File: config.mk
export PLATFORM = sky130hd
export DESIGN_NAME = timed_motor_move_controller
export DESIGN_NICKNAME = d
export VERILOG_FILES = /design/src/design/tmmc_pkg.sv /design/src/design/tmmc_alu.sv /design/src/design/timed_motor_move_controller.sv
export SDC_FILE = /design/constraint.sdc
export NUM_CORES = 1
export LEC_CHECK = 0
export ABC_CLOCK_PERIOD_IN_PS = 10000
export BUFFER_PORTS_ARGS = -buffer_cell sky130_fd_sc_hd__buf_2
export CAP_MARGIN = 10
export CORE_MARGIN = 2
export CORE_UTILIZATION = 40
export CTS_CLUSTER_SIZE = 12
export DETAILED_ROUTE_END_ITERATION = 7
export GPL_TIMING_DRIVEN = 0
export PLACE_DENSITY = 0.61
export SYNTH_ARGS = -nofsm -noshare
export SYNTH_HDL_FRONTEND = slang
export SYNTH_SLANG_ARGS = --single-unit
File: constraint.sdc
create_clock -name clk -period 10 [get_ports clk]
set_input_delay 3 -clock clk [delete_from_list [all_inputs] [get_ports clk]]
set_output_delay 3 -clock clk [all_outputs]
set_load 0.01 [all_outputs]
File: src/design/tmmc_pkg.sv
`timescale 1ns / 1ps
// ----------------------------------------------------------------------------
// tmmc_pkg: shared types and constants of the timed motor move controller
// Item and result structs, phase and sequencer codes, register indexes,
// control structs of the serial arithmetic unit and small helper functions.
// ----------------------------------------------------------------------------
package tmmc_pkg;

    // Serial arithmetic unit widths
    localparam int AW    = 42;          // work register: dividend / product
    localparam int BW    = 16;          // multiplier / divisor
    localparam int MW    = AW - BW;     // multiplicand width
    localparam int CNT_W = 6;           // step counter, holds AW

    // Move arithmetic widths
    localparam int TRAV_W      = 27;    // travel in Q.8 mm after compensation
    localparam int NUM_W       = 28;    // run time dividend incl. rounding term
    localparam int RT_MAX_BITS = 48;    // widest supported run time counter

    localparam logic [6:0]  PCT_MAX     = 7'd100;
    localparam logic [6:0]  RAMP_STEPS  = 7'd73;
    localparam logic [10:0] RAMP_FIRST  = 11'd300;
    localparam logic [10:0] FULL_DUTY   = 11'd1024;
    localparam logic [BW-1:0] WEIGHT_DIV = 16'd32855;
    localparam logic [BW-1:0] SPAN_DIV   = 16'd100;

    typedef struct packed {
        logic       action;
        logic [6:0] target_position;
    } item_t;

    typedef struct packed {
        logic [10:0] drive_duty;
        logic        backward;
        logic [6:0]  position;
        logic        busy_res;
        logic        move_accepted;
    } result_t;

    typedef enum logic [1:0] {
        PH_IDLE,
        PH_RAMP,
        PH_RUN
    } phase_t;

    typedef enum logic [3:0] {
        S_IDLE,
        S_SPAN,
        S_TRAV,
        S_CHECK,
        S_WMUL,
        S_WDIV,
        S_RTPREP,
        S_RTDIV,
        S_DONE
    } seq_state_t;

    typedef enum logic [2:0] {
        REG_SS_STEP,
        REG_SS_LEN,
        REG_FULL_LEN,
        REG_STEP,
        REG_WEIGHT,
        REG_WOB,
        REG_START_POS
    } cfg_reg_t;

    typedef enum logic {
        OP_MUL,
        OP_DIV
    } alu_op_t;

    typedef struct packed {
        logic             start;
        alu_op_t          op;
        logic [CNT_W-1:0] cnt;
    } alu_req_t;

    typedef struct packed {
        logic busy;
        logic done;
    } alu_sta_t;

    function automatic logic [6:0] clamp_pct(input logic [6:0] v);
        return (v > PCT_MAX) ? PCT_MAX : v;
    endfunction

    function automatic logic [10:0] duty_of(input phase_t ph, input logic [6:0] idx);
        logic [10:0] d;
        case (ph)
            PH_RAMP: d = RAMP_FIRST + (11'(idx) << 3) + (11'(idx) << 1);
            PH_RUN:  d = FULL_DUTY;
            default: d = 11'd0;
        endcase
        return d;
    endfunction

endpackage

File: src/design/tmmc_alu.sv
`timescale 1ns / 1ps
// ----------------------------------------------------------------------------
// tmmc_alu: bit-serial multiply / divide unit
// Shift-add multiply, one multiplier bit per cycle, and restoring divide,
// one quotient bit per cycle. The result sits in the work register.
// ----------------------------------------------------------------------------
module tmmc_alu (
    input  logic                   clk,
    input  logic                   rst_n,
    input  tmmc_pkg::alu_req_t     req,
    input  logic [tmmc_pkg::AW-1:0] a,
    input  logic [tmmc_pkg::BW-1:0] b,
    output tmmc_pkg::alu_sta_t     sta,
    output logic [tmmc_pkg::AW-1:0] res
);
    import tmmc_pkg::*;

    logic             busy_reg, busy_next;
    logic             done_reg, done_next;
    alu_op_t          op_reg, op_next;
    logic [CNT_W-1:0] cnt_reg, cnt_next;
    logic [AW-1:0]    work_reg, work_next;
    logic [BW-1:0]    rem_reg, rem_next;
    logic [MW-1:0]    mcand_reg, mcand_next;
    logic [BW-1:0]    dvsr_reg, dvsr_next;

    logic [MW:0]      psum;
    logic [BW:0]      rsh;
    logic [BW:0]      rdiff;
    logic             ge;

    always_comb
    begin
        busy_next  = busy_reg;
        done_next  = 1'b0;
        op_next    = op_reg;
        cnt_next   = cnt_reg;
        work_next  = work_reg;
        rem_next   = rem_reg;
        mcand_next = mcand_reg;
        dvsr_next  = dvsr_reg;

        psum  = {1'b0, work_reg[AW-1:BW]} + (work_reg[0] ? {1'b0, mcand_reg} : '0);
        rsh   = {rem_reg, work_reg[AW-1]};
        rdiff = rsh - {1'b0, dvsr_reg};
        ge    = (rsh >= {1'b0, dvsr_reg});

        if (req.start)
        begin
            busy_next  = 1'b1;
            op_next    = req.op;
            cnt_next   = req.cnt;
            rem_next   = '0;
            mcand_next = a[MW-1:0];
            dvsr_next  = b;
            case (req.op)
                OP_MUL:  work_next = {{MW{1'b0}}, b};
                OP_DIV:  work_next = a;
                default: work_next = a;
            endcase
        end
        else if (busy_reg)
        begin
            case (op_reg)
                OP_MUL:  work_next = {psum, work_reg[BW-1:1]};
                OP_DIV:
                begin
                    // shift next dividend bit into the partial remainder
                    rem_next  = ge ? rdiff[BW-1:0] : rsh[BW-1:0];
                    work_next = {work_reg[AW-2:0], ge};
                end
                default: work_next = work_reg;
            endcase
            cnt_next = cnt_reg - CNT_W'(1);
            if (cnt_reg == CNT_W'(1))
            begin
                busy_next = 1'b0;
                done_next = 1'b1;
            end
        end
    end

    always_ff @(posedge clk or negedge rst_n)
    begin
        if (!rst_n)
        begin
            busy_reg <= 1'b0;
            done_reg <= 1'b0;
            op_reg   <= OP_MUL;
            cnt_reg  <= '0;
        end
        else
        begin
            busy_reg <= busy_next;
            done_reg <= done_next;
            op_reg   <= op_next;
            cnt_reg  <= cnt_next;
        end
    end

    always_ff @(posedge clk)
    begin
        work_reg  <= work_next;
        rem_reg   <= rem_next;
        mcand_reg <= mcand_next;
        dvsr_reg  <= dvsr_next;
    end

    assign sta.busy = busy_reg;
    assign sta.done = done_reg;
    assign res      = work_reg;

endmodule

File: src/design/timed_motor_move_controller.sv
`timescale 1ns / 1ps
// ----------------------------------------------------------------------------
// timed_motor_move_controller: open-loop timed move of a covering motor
// Takes 1 ms ticks and move requests, runs a soft-start duty ramp unless hold is
// 0, then a timed full-duty run; reports duty, direction and position per item.
// ----------------------------------------------------------------------------
// Usage:
//   item channel   : one beat per tick (action 0) or move request (action 1).
//   result channel : exactly one beat per item: duty, direction, position,
//                    busy flag and whether a move started.
//   cfg channel    : cfg_index selects the register, cfg_data carries the
//                    value; always ready. Write only while the block is idle.
//                    Writing start_position reloads the position at once.
// Timing:
//   A tick, or a move that arrives while a motion is running, produces its
//   result on the next cycle, so ticks sustain one beat per cycle while
//   the receiver keeps up. An accepted move goes through the bit-serial
//   multiply/divide unit, plus a weight pass for backward compensation;
//   the 42-step divide by 32855 and the 28-step run time divide dominate.
//   Only one item is in work at a time; item_ready is low while a move is
//   computed and while the result register holds a beat nobody has taken.
// Reset:
//   Clears the motion state (idle, forward, position 0) and loads the
//   register defaults: hold 10, step 1.0 mm/ms, everything else zero.
//   A stalled receiver simply holds the result register and blocks input.
// ----------------------------------------------------------------------------
module timed_motor_move_controller #(
    parameter int RUN_TIME_BITS = 36
) (
    input  logic              clk,
    input  logic              rst_n,
    input  logic              item_valid,
    output logic              item_ready,
    input  tmmc_pkg::item_t   item,
    output logic              result_valid,
    input  logic              result_ready,
    output tmmc_pkg::result_t result,
    input  logic              cfg_valid,
    output logic              cfg_ready,
    input  logic [2:0]        cfg_index,
    input  logic [23:0]       cfg_data
);
    import tmmc_pkg::*;

    localparam logic [RT_MAX_BITS-1:0] RT_LIM =
        (RT_MAX_BITS'(1) << RUN_TIME_BITS) - RT_MAX_BITS'(1);

    // Configuration registers
    logic [7:0]  ss_step_reg;
    logic [23:0] ss_len_reg;
    logic [15:0] full_len_reg;
    logic [15:0] step_reg;
    logic [15:0] weight_reg;
    logic        wob_reg;

    // Motion state
    seq_state_t               seq_reg, seq_next;
    phase_t                   phase_reg, phase_next;
    logic [6:0]               pct_reg, pct_next;
    logic                     bwd_reg, bwd_next;
    logic [6:0]               idx_reg, idx_next;
    logic [7:0]               hold_reg, hold_next;
    logic [RUN_TIME_BITS-1:0] run_reg, run_next;

    // Move computation scratch
    logic [6:0]               tgt_reg, tgt_next;
    logic [6:0]               diff_reg, diff_next;
    logic                     mbwd_reg, mbwd_next;
    logic                     short_reg, short_next;
    logic [TRAV_W-1:0]        trav_reg, trav_next;
    logic [RUN_TIME_BITS-1:0] rt_reg, rt_next;

    // Result register
    logic    out_valid_reg, out_valid_next;
    result_t out_reg, out_next;

    // Arithmetic unit hookup
    alu_req_t      alu_req;
    alu_sta_t      alu_sta;
    logic [AW-1:0] alu_a;
    logic [BW-1:0] alu_b;
    logic [AW-1:0] alu_res;

    logic                   out_free;
    logic                   accepted;
    logic                   out_load;
    logic [15:0]            step_eff;
    logic [6:0]             tgt_c;
    logic [7:0]             hold_inc;
    logic [6:0]             idx_inc;
    logic [24:0]            need;
    logic [NUM_W-1:0]       num;
    logic [RT_MAX_BITS-1:0] rt_ext;
    logic [RT_MAX_BITS-1:0] rt_sat;

    tmmc_alu u_alu (
        .clk   (clk),
        .rst_n (rst_n),
        .req   (alu_req),
        .a     (alu_a),
        .b     (alu_b),
        .sta   (alu_sta),
        .res   (alu_res)
    );

    always_comb
    begin
        seq_next   = seq_reg;
        phase_next = phase_reg;
        pct_next   = pct_reg;
        bwd_next   = bwd_reg;
        idx_next   = idx_reg;
        hold_next  = hold_reg;
        run_next   = run_reg;
        tgt_next   = tgt_reg;
        diff_next  = diff_reg;
        mbwd_next  = mbwd_reg;
        short_next = short_reg;
        trav_next  = trav_reg;
        rt_next    = rt_reg;
        accepted   = 1'b0;
        out_load   = 1'b0;
        alu_req    = '0;
        alu_a      = '0;
        alu_b      = '0;

        out_free   = !out_valid_reg || result_ready;
        item_ready = (seq_reg == S_IDLE) && out_free;
        step_eff   = (step_reg == 16'd0) ? 16'd1 : step_reg;
        tgt_c      = clamp_pct(item.target_position);
        hold_inc   = hold_reg + 8'd1;
        idx_inc    = idx_reg + 7'd1;
        need       = {1'b0, ss_len_reg} + {9'd0, step_eff};
        // rounding term turns the floor divide into a ceiling
        num        = {1'b0, trav_reg} - {4'd0, ss_len_reg}
                     + {12'd0, step_eff} - NUM_W'(1);
        rt_ext     = {{(RT_MAX_BITS-NUM_W){1'b0}}, alu_res[NUM_W-1:0]};
        rt_sat     = (rt_ext > RT_LIM) ? RT_LIM : rt_ext;

        case (seq_reg)
            S_IDLE:
            begin
                if (item_valid && item_ready)
                begin
                    if (item.action && phase_reg == PH_IDLE)
                    begin
                        // start a move: span = full length / 100
                        tgt_next  = tgt_c;
                        mbwd_next = (tgt_c < pct_reg);
                        diff_next = (tgt_c < pct_reg) ? pct_reg - tgt_c : tgt_c - pct_reg;
                        alu_req   = '{start: 1'b1, op: OP_DIV, cnt: CNT_W'(16)};
                        alu_a     = {full_len_reg, {(AW-16){1'b0}}};
                        alu_b     = SPAN_DIV;
                        seq_next  = S_SPAN;
                    end
                    else
                    begin
                        if (!item.action)
                        begin
                            case (phase_reg)
                                PH_RAMP:
                                begin
                                    if (hold_inc >= ss_step_reg)
                                    begin
                                        hold_next = 8'd0;
                                        if (idx_inc >= RAMP_STEPS)
                                        begin
                                            idx_next   = 7'd0;
                                            phase_next = PH_RUN;
                                        end
                                        else
                                        begin
                                            idx_next = idx_inc;
                                        end
                                    end
                                    else
                                    begin
                                        hold_next = hold_inc;
                                    end
                                end
                                PH_RUN:
                                begin
                                    if (run_reg <= RUN_TIME_BITS'(1))
                                    begin
                                        run_next   = '0;
                                        phase_next = PH_IDLE;
                                    end
                                    else
                                    begin
                                        run_next = run_reg - RUN_TIME_BITS'(1);
                                    end
                                end
                                default: phase_next = PH_IDLE;
                            endcase
                        end
                        out_load = 1'b1;
                    end
                end
            end
            S_SPAN:
            begin
                if (alu_sta.done)
                begin
                    alu_req  = '{start: 1'b1, op: OP_MUL, cnt: CNT_W'(BW)};
                    alu_a    = {{(AW-10){1'b0}}, alu_res[9:0]};
                    alu_b    = {9'd0, diff_reg};
                    seq_next = S_TRAV;
                end
            end
            S_TRAV:
            begin
                if (alu_sta.done)
                begin
                    trav_next = {2'd0, alu_res[16:0], 8'd0};
                    seq_next  = S_CHECK;
                end
            end
            S_CHECK:
            begin
                if (trav_reg < {2'd0, need})
                begin
                    short_next = 1'b1;
                    seq_next   = S_DONE;
                end
                else if (mbwd_reg && wob_reg)
                begin
                    short_next = 1'b0;
                    alu_req    = '{start: 1'b1, op: OP_MUL, cnt: CNT_W'(BW)};
                    alu_a      = {{(AW-TRAV_W){1'b0}}, trav_reg};
                    alu_b      = weight_reg;
                    seq_next   = S_WMUL;
                end
                else
                begin
                    short_next = 1'b0;
                    seq_next   = S_RTPREP;
                end
            end
            S_WMUL:
            begin
                if (alu_sta.done)
                begin
                    alu_req  = '{start: 1'b1, op: OP_DIV, cnt: CNT_W'(AW)};
                    alu_a    = alu_res;
                    alu_b    = WEIGHT_DIV;
                    seq_next = S_WDIV;
                end
            end
            S_WDIV:
            begin
                if (alu_sta.done)
                begin
                    trav_next = trav_reg + alu_res[TRAV_W-1:0];
                    seq_next  = S_RTPREP;
                end
            end
            S_RTPREP:
            begin
                alu_req  = '{start: 1'b1, op: OP_DIV, cnt: CNT_W'(NUM_W)};
                alu_a    = {num, {(AW-NUM_W){1'b0}}};
                alu_b    = step_eff;
                seq_next = S_RTDIV;
            end
            S_RTDIV:
            begin
                if (alu_sta.done)
                begin
                    rt_next  = rt_sat[RUN_TIME_BITS-1:0];
                    seq_next = S_DONE;
                end
            end
            S_DONE:
            begin
                if (out_free)
                begin
                    // commit: direction always, motion only for a long enough move
                    bwd_next = mbwd_reg;
                    if (!short_reg)
                    begin
                        accepted = 1'b1;
                        pct_next = tgt_reg;
                        run_next = rt_reg;
                        if (ss_step_reg != 8'd0)
                        begin
                            phase_next = PH_RAMP;
                            idx_next   = 7'd0;
                            hold_next  = 8'd0;
                        end
                        else
                        begin
                            phase_next = PH_RUN;
                        end
                    end
                    out_load = 1'b1;
                    seq_next = S_IDLE;
                end
            end
            default: seq_next = S_IDLE;
        endcase

        out_next.drive_duty    = duty_of(phase_next, idx_next);
        out_next.backward      = bwd_next;
        out_next.position      = pct_next;
        out_next.busy_res      = (phase_next != PH_IDLE);
        out_next.move_accepted = accepted;

        out_valid_next = out_valid_reg && !result_ready;
        if (out_load)
        begin
            out_valid_next = 1'b1;
        end

        // a start position write reloads the position
        if (cfg_valid && cfg_index == REG_START_POS)
        begin
            pct_next = clamp_pct(cfg_data[6:0]);
        end
    end

    always_ff @(posedge clk or negedge rst_n)
    begin
        if (!rst_n)
        begin
            seq_reg       <= S_IDLE;
            phase_reg     <= PH_IDLE;
            pct_reg       <= '0;
            bwd_reg       <= 1'b0;
            idx_reg       <= '0;
            hold_reg      <= '0;
            run_reg       <= '0;
            out_valid_reg <= 1'b0;
        end
        else
        begin
            seq_reg       <= seq_next;
            phase_reg     <= phase_next;
            pct_reg       <= pct_next;
            bwd_reg       <= bwd_next;
            idx_reg       <= idx_next;
            hold_reg      <= hold_next;
            run_reg       <= run_next;
            out_valid_reg <= out_valid_next;
        end
    end

    always_ff @(posedge clk)
    begin
        tgt_reg   <= tgt_next;
        diff_reg  <= diff_next;
        mbwd_reg  <= mbwd_next;
        short_reg <= short_next;
        trav_reg  <= trav_next;
        rt_reg    <= rt_next;
        if (out_load)
        begin
            out_reg <= out_next;
        end
    end

    // Register file: the start position itself only reloads the position
    always_ff @(posedge clk or negedge rst_n)
    begin
        if (!rst_n)
        begin
            ss_step_reg  <= 8'd10;
            ss_len_reg   <= '0;
            full_len_reg <= '0;
            step_reg     <= 16'd256;
            weight_reg   <= '0;
            wob_reg      <= 1'b0;
        end
        else if (cfg_valid)
        begin
            case (cfg_index)
                REG_SS_STEP:  ss_step_reg  <= cfg_data[7:0];
                REG_SS_LEN:   ss_len_reg   <= cfg_data;
                REG_FULL_LEN: full_len_reg <= cfg_data[15:0];
                REG_STEP:     step_reg     <= cfg_data[15:0];
                REG_WEIGHT:   weight_reg   <= cfg_data[15:0];
                REG_WOB:      wob_reg      <= cfg_data[0];
                default:      ;
            endcase
        end
    end

    assign cfg_ready    = 1'b1;
    assign result_valid = out_valid_reg;
    assign result       = out_reg;

    // The arithmetic unit is only started when it is free
    a_alu_start_free: assert property (@(posedge clk) disable iff (!rst_n)
        alu_req.start |-> !alu_sta.busy)
        else $error("arithmetic unit restarted while busy");

    // A finished operation is only reported to a state that waits for it
    a_alu_done_owner: assert property (@(posedge clk) disable iff (!rst_n)
        alu_sta.done |-> (seq_reg == S_SPAN || seq_reg == S_TRAV ||
                          seq_reg == S_WMUL || seq_reg == S_WDIV ||
                          seq_reg == S_RTDIV))
        else $error("arithmetic result arrived in an unexpected state");

    // The timed run always has time left while it lasts
    a_run_nonzero: assert property (@(posedge clk) disable iff (!rst_n)
        phase_reg == PH_RUN |-> run_reg != '0)
        else $error("run phase with no remaining time");

    // The ramp index stays within the duty table
    a_ramp_range: assert property (@(posedge clk) disable iff (!rst_n)
        phase_reg == PH_RAMP |-> idx_reg < RAMP_STEPS)
        else $error("ramp index out of range");

    // No new beat is taken while a move is being computed
    a_no_take_busy: assert property (@(posedge clk) disable iff (!rst_n)
        seq_reg != S_IDLE |-> !item_ready)
        else $error("item taken during move computation");

endmodule

==> reports/metrics.yaml <==
pwr:
  pwr-share-clk_pct: 36.6
  sw_frac_of_total_pct: 31.9
  power.share.combinational_pct: 26.1
  netSwitchingPower_uw: 1410
  ir_worst_vdd_mv: 0.169
  internal_power_uw: 3020
  powerDensity_nw_per_um2: 168
  power_uw: 4430
  seq_power_share_pct: 37.3
  leakage_uw: 0.0115
min_path:
  min_path_type: "reg2reg"
  whs_path_depth: 2
global_route:
  grt_pass1_vias: 19300
  global_route.usage.met2_pct: 39.4
  met3_demand_to_capacity_share_in_global_routing_pct: 3.08
  globalRouteTotalUtil_pct: 24.5
  grt_start_max_net_pins: 112
  grt_first_pass_wirelength_um: 115000
  overflow: 0
  grt_antenna_before_repair: 5
  grt.met1_usage_pct: 33.2
  top_usage_layer: "met2"
yosys:
  synth_top_family_by_area: "compound AO/OA/AOI/OAI gates"
  synth_area_per_cell_sq_um: 9.54
  yosys.area_share.simple_pct: 14.9
  seq_area_frac_synth_pct: 40.3
  netlist.area_leader.share_pct: 22.3
  yosys.area_share.adder_pct: 11.7
  postSynthNetCount: 2714
  post_synth_inst_count: 2468
  synthXorXnorAreaFrac_pct: 4.02
  leading_register_cell_type_out_of_synthesis: "sky130_fd_sc_hd__edfxtp_1"
  synth_top_area_cell: "sky130_fd_sc_hd__edfxtp_1"
  synth.area.top_cells: "sky130_fd_sc_hd__edfxtp_1 22%, sky130_fd_sc_hd__dfrtp_1 16%, sky130_fd_sc_hd__ha_1 9.7%"
  async_flop_share_pct: 45.0
  synth_edf_count: 175
  synth.ff_latch_count: 347
  post_synth_mux_area_share_pct: 4.78
  synth_area_in_compound_gates_pct: 19.5
  synth-warning-count: 0
  synthesis.area_sq_um: 23500
  netlist-cell-type-count: 96
cts:
  cts_root_buf: "sky130_fd_sc_hd__clkbuf_16"
  max-clock-path-buffers: 3
  cts.repair_timing.setup_buffer_count: 0
  cts.sinks: 347
  cts_resized: 0
  clk_pin_slew_ps: 60
  post_cts_hold_buffer_count: 0
  tritoncts.num_buffers: 43
  clk_lat_worst_skew_ps: 590
  ctsHtreeMaxLevel: 2
  cts_tree: "built"
sta:
  hold_viol: 0
  max_clock_freq_mhz: 115
  fin_skew_ps: 28.4
  worst_pin_slew_ps: 1150
  finalSetupTns_ps: 0
  post-route-period-util_pct: 86.9
  slew_violations: 0
  grt_setup_unrepaired: "no"
  final.min_clock_period_ps: 8690
  final_setup_violating_endpoints: 0
  worst_max_slew_margin_expressed_relative_to_the_limit_pct: 23.4
placement:
  dp_hpwl_um: 56000
  port_buffers: 59
  globalplace.congestion: 0.945
routing:
  detail_route.wirelength_um: 74600
  drt_pre_antenna_iters: 6
  avgViaCountPerCell: 5.84
  routed_vias: 19700
  drtIter0Drc: 1788
  avgRoutedWirePerCell_um: 22.1
  drt_antenna_net_count: 0
  post-route-drc-count: 0
worst_setup_path:
  worstPathMaxFanout: 26
  worst_ep_required_time_ps: 10130
  criticalPathCategory: "reg2reg"
  worstPathBufferInverterCount: 5
  worstSetupEndpointType: "register"
  cp-start-kind: "register"
  critical_path_cell_count: 26
  arrival_ps: 8820
  crit_path_top_delay_cell: "sky130_fd_sc_hd__a221oi_2"
  critical-path-max-stage-delay_ps: 650
  worst-r2r-cell-count: 26
  worst_path_dominant_cell_family: "compound AO/OA/AOI/OAI gates"
finish:
  drive_gt1_share_pct: 10.8
  layout-area-overhead-vs-synth_pct: 12.1
  num-fill-cells: 5555
  largest_register_ffs: 42
  design.final.nets: 2825
status:
  status: "complete, no violations"
floorplan:
  number_of_i_o_pins: 64
  floorplan.die.height_um: 247
  initial_core_util_pct: 40.7
  fp.dieArea_sq_um: 60800
  die_w_um: 247
  core_region_area_sq_um: 57900
  row_cnt: 88
flow_run:
  max_cap_violations: 0
[per-stage QoR]
step	instances	hold slack [ps]	util, %	cell area, sq um	worst slack [ps]
floorplan	2468	432	-	23500	3590
global route	3377	485	45.6	26400	1010
CTS	3377	456	45.6	26400	1370
global placement	3292	439	42.8	24800	1330
finish	3378	457	45.6	26400	1310
detailed placement	3299	448	43.1	24900	1450
[layer usage]
metal	wire length [um]	vias up
met5	18	-
met3	5000	147
met2	33900	714
met1	32500	9647
li1	-	9227
met4	3170	2
[layout by cell type, fill, tap and decap left out, types with 45 or more instances in the layout]
master,n
sky130_fd_sc_hd__ha_1,182
sky130_fd_sc_hd__dfrtp_1,153
sky130_fd_sc_hd__nor3_1,63
sky130_fd_sc_hd__mux2_2,68
sky130_fd_sc_hd__o21ai_0,216
sky130_fd_sc_hd__edfxtp_1,175
sky130_fd_sc_hd__buf_2,72
sky130_fd_sc_hd__a21oi_1,132
sky130_fd_sc_hd__nand2_1,216
sky130_fd_sc_hd__xor2_1,45
sky130_fd_sc_hd__nor2_1,153
sky130_fd_sc_hd__nand3_1,54
sky130_fd_sc_hd__clkbuf_1,88
sky130_fd_sc_hd__inv_1,177
sky130_fd_sc_hd__a21o_1,65
sky130_fd_sc_hd__xnor2_1,63
[cell type report]
class	instances	area, sq um	area share [%]
plain buffers	110	465	1.76
clock inverters	22	238	0.901
inverters	178	668	2.53
clock buffers	56	1220	4.61
well taps	765	957	3.63
multi-input cells	1833	13000	49.1
flip-flops and latches	347	9480	35.9
repair buffers	66	412	1.56
diodes	1	2.50	0.00948
[power groups by stage]
stage | Combinational [uW] | Sequential, uW | Clock [uW]
2_1_floorplan | 841 | 1650 | 0
5_1_grt | 1290 | 1660 | 1690
6_report | 1160 | 1660 | 1620
3_5_place_dp | 1140 | 1680 | 0
3_3_place_gp | 1100 | 1680 | 0
4_1_cts | 1150 | 1650 | 1640
[final timing paths]
path,start,to,slack (ps)
worst max-delay path,step_reg[8]$_DFFE_PN1P_,u_alu.res[19]$_DFFE_PP_,1310
worst min-delay path,u_alu.rem_reg[15]$_SDFFE_PN0P_,u_alu.rem_reg[15]$_SDFFE_PN0P_,460
worst max register to register,step_reg[8]$_DFFE_PN1P_,u_alu.res[19]$_DFFE_PP_,1310
worst min register to register,u_alu.rem_reg[15]$_SDFFE_PN0P_,u_alu.rem_reg[15]$_SDFFE_PN0P_,460
max in group asynchronous,rst_n,u_alu.cnt_reg[5]$_DFFE_PN0P_,6750
min in group asynchronous,rst_n,pct_reg[4]$_DFF_PN0_,2300
[tightest hold or removal path: cells and delay by family (launching register included)]
| family | cells | cell delay (ps) |
|---|---|---|
| flip-flops | 1 | 310 |
| AO/OA/AOI/OAI | 1 | 50 |
| AND/OR/NAND/NOR | 1 | 50 |
[synth_stat cells, types with 7 or more instances]
cell type,instances
sky130_fd_sc_hd__xnor2_1,63
sky130_fd_sc_hd__or3_1,18
sky130_fd_sc_hd__clkbuf_1,84
sky130_fd_sc_hd__o211ai_1,21
sky130_fd_sc_hd__nor4_1,15
sky130_fd_sc_hd__o21a_1,13
sky130_fd_sc_hd__nor3_1,64
sky130_fd_sc_hd__o31ai_1,12
sky130_fd_sc_hd__dfxtp_1,16
sky130_fd_sc_hd__mux2_2,68
sky130_fd_sc_hd__a22oi_1,32
sky130_fd_sc_hd__a22o_1,23
sky130_fd_sc_hd__a211oi_1,24
sky130_fd_sc_hd__a21oi_1,132
sky130_fd_sc_hd__o22ai_1,8
sky130_fd_sc_hd__o21bai_1,16
sky130_fd_sc_hd__nand4_1,16
sky130_fd_sc_hd__a21o_1,65
sky130_fd_sc_hd__nand3_1,54
sky130_fd_sc_hd__dfrtp_1,153
sky130_fd_sc_hd__and3_1,17
sky130_fd_sc_hd__nor2b_1,30
sky130_fd_sc_hd__xor2_1,45
sky130_fd_sc_hd__a31oi_1,32
sky130_fd_sc_hd__and2_1,39
sky130_fd_sc_hd__edfxtp_1,175
sky130_fd_sc_hd__nand2b_1,21
sky130_fd_sc_hd__fa_1,24
sky130_fd_sc_hd__ha_1,182
sky130_fd_sc_hd__a32o_1,7
sky130_fd_sc_hd__mux2i_1,36
sky130_fd_sc_hd__nand2_1,216
sky130_fd_sc_hd__or2_2,14
sky130_fd_sc_hd__buf_2,14
sky130_fd_sc_hd__inv_1,177
sky130_fd_sc_hd__a21boi_0,7
sky130_fd_sc_hd__o21ai_0,216
sky130_fd_sc_hd__nor2_1,155
sky130_fd_sc_hd__a221o_1,13
sky130_fd_sc_hd__nor3b_1,9
sky130_fd_sc_hd__a32oi_1,9
[kinds of logic after synthesis]
logic type,count (synthesis)
buffers and inverters,288
other,2
and+or+nand+nor,708
adders and majority gates,206
AOI/OAI and AO/OA,705
DFF,347
xor gates and xnor gates,108
muxes,104
Power figures use the tool's default switching activity.
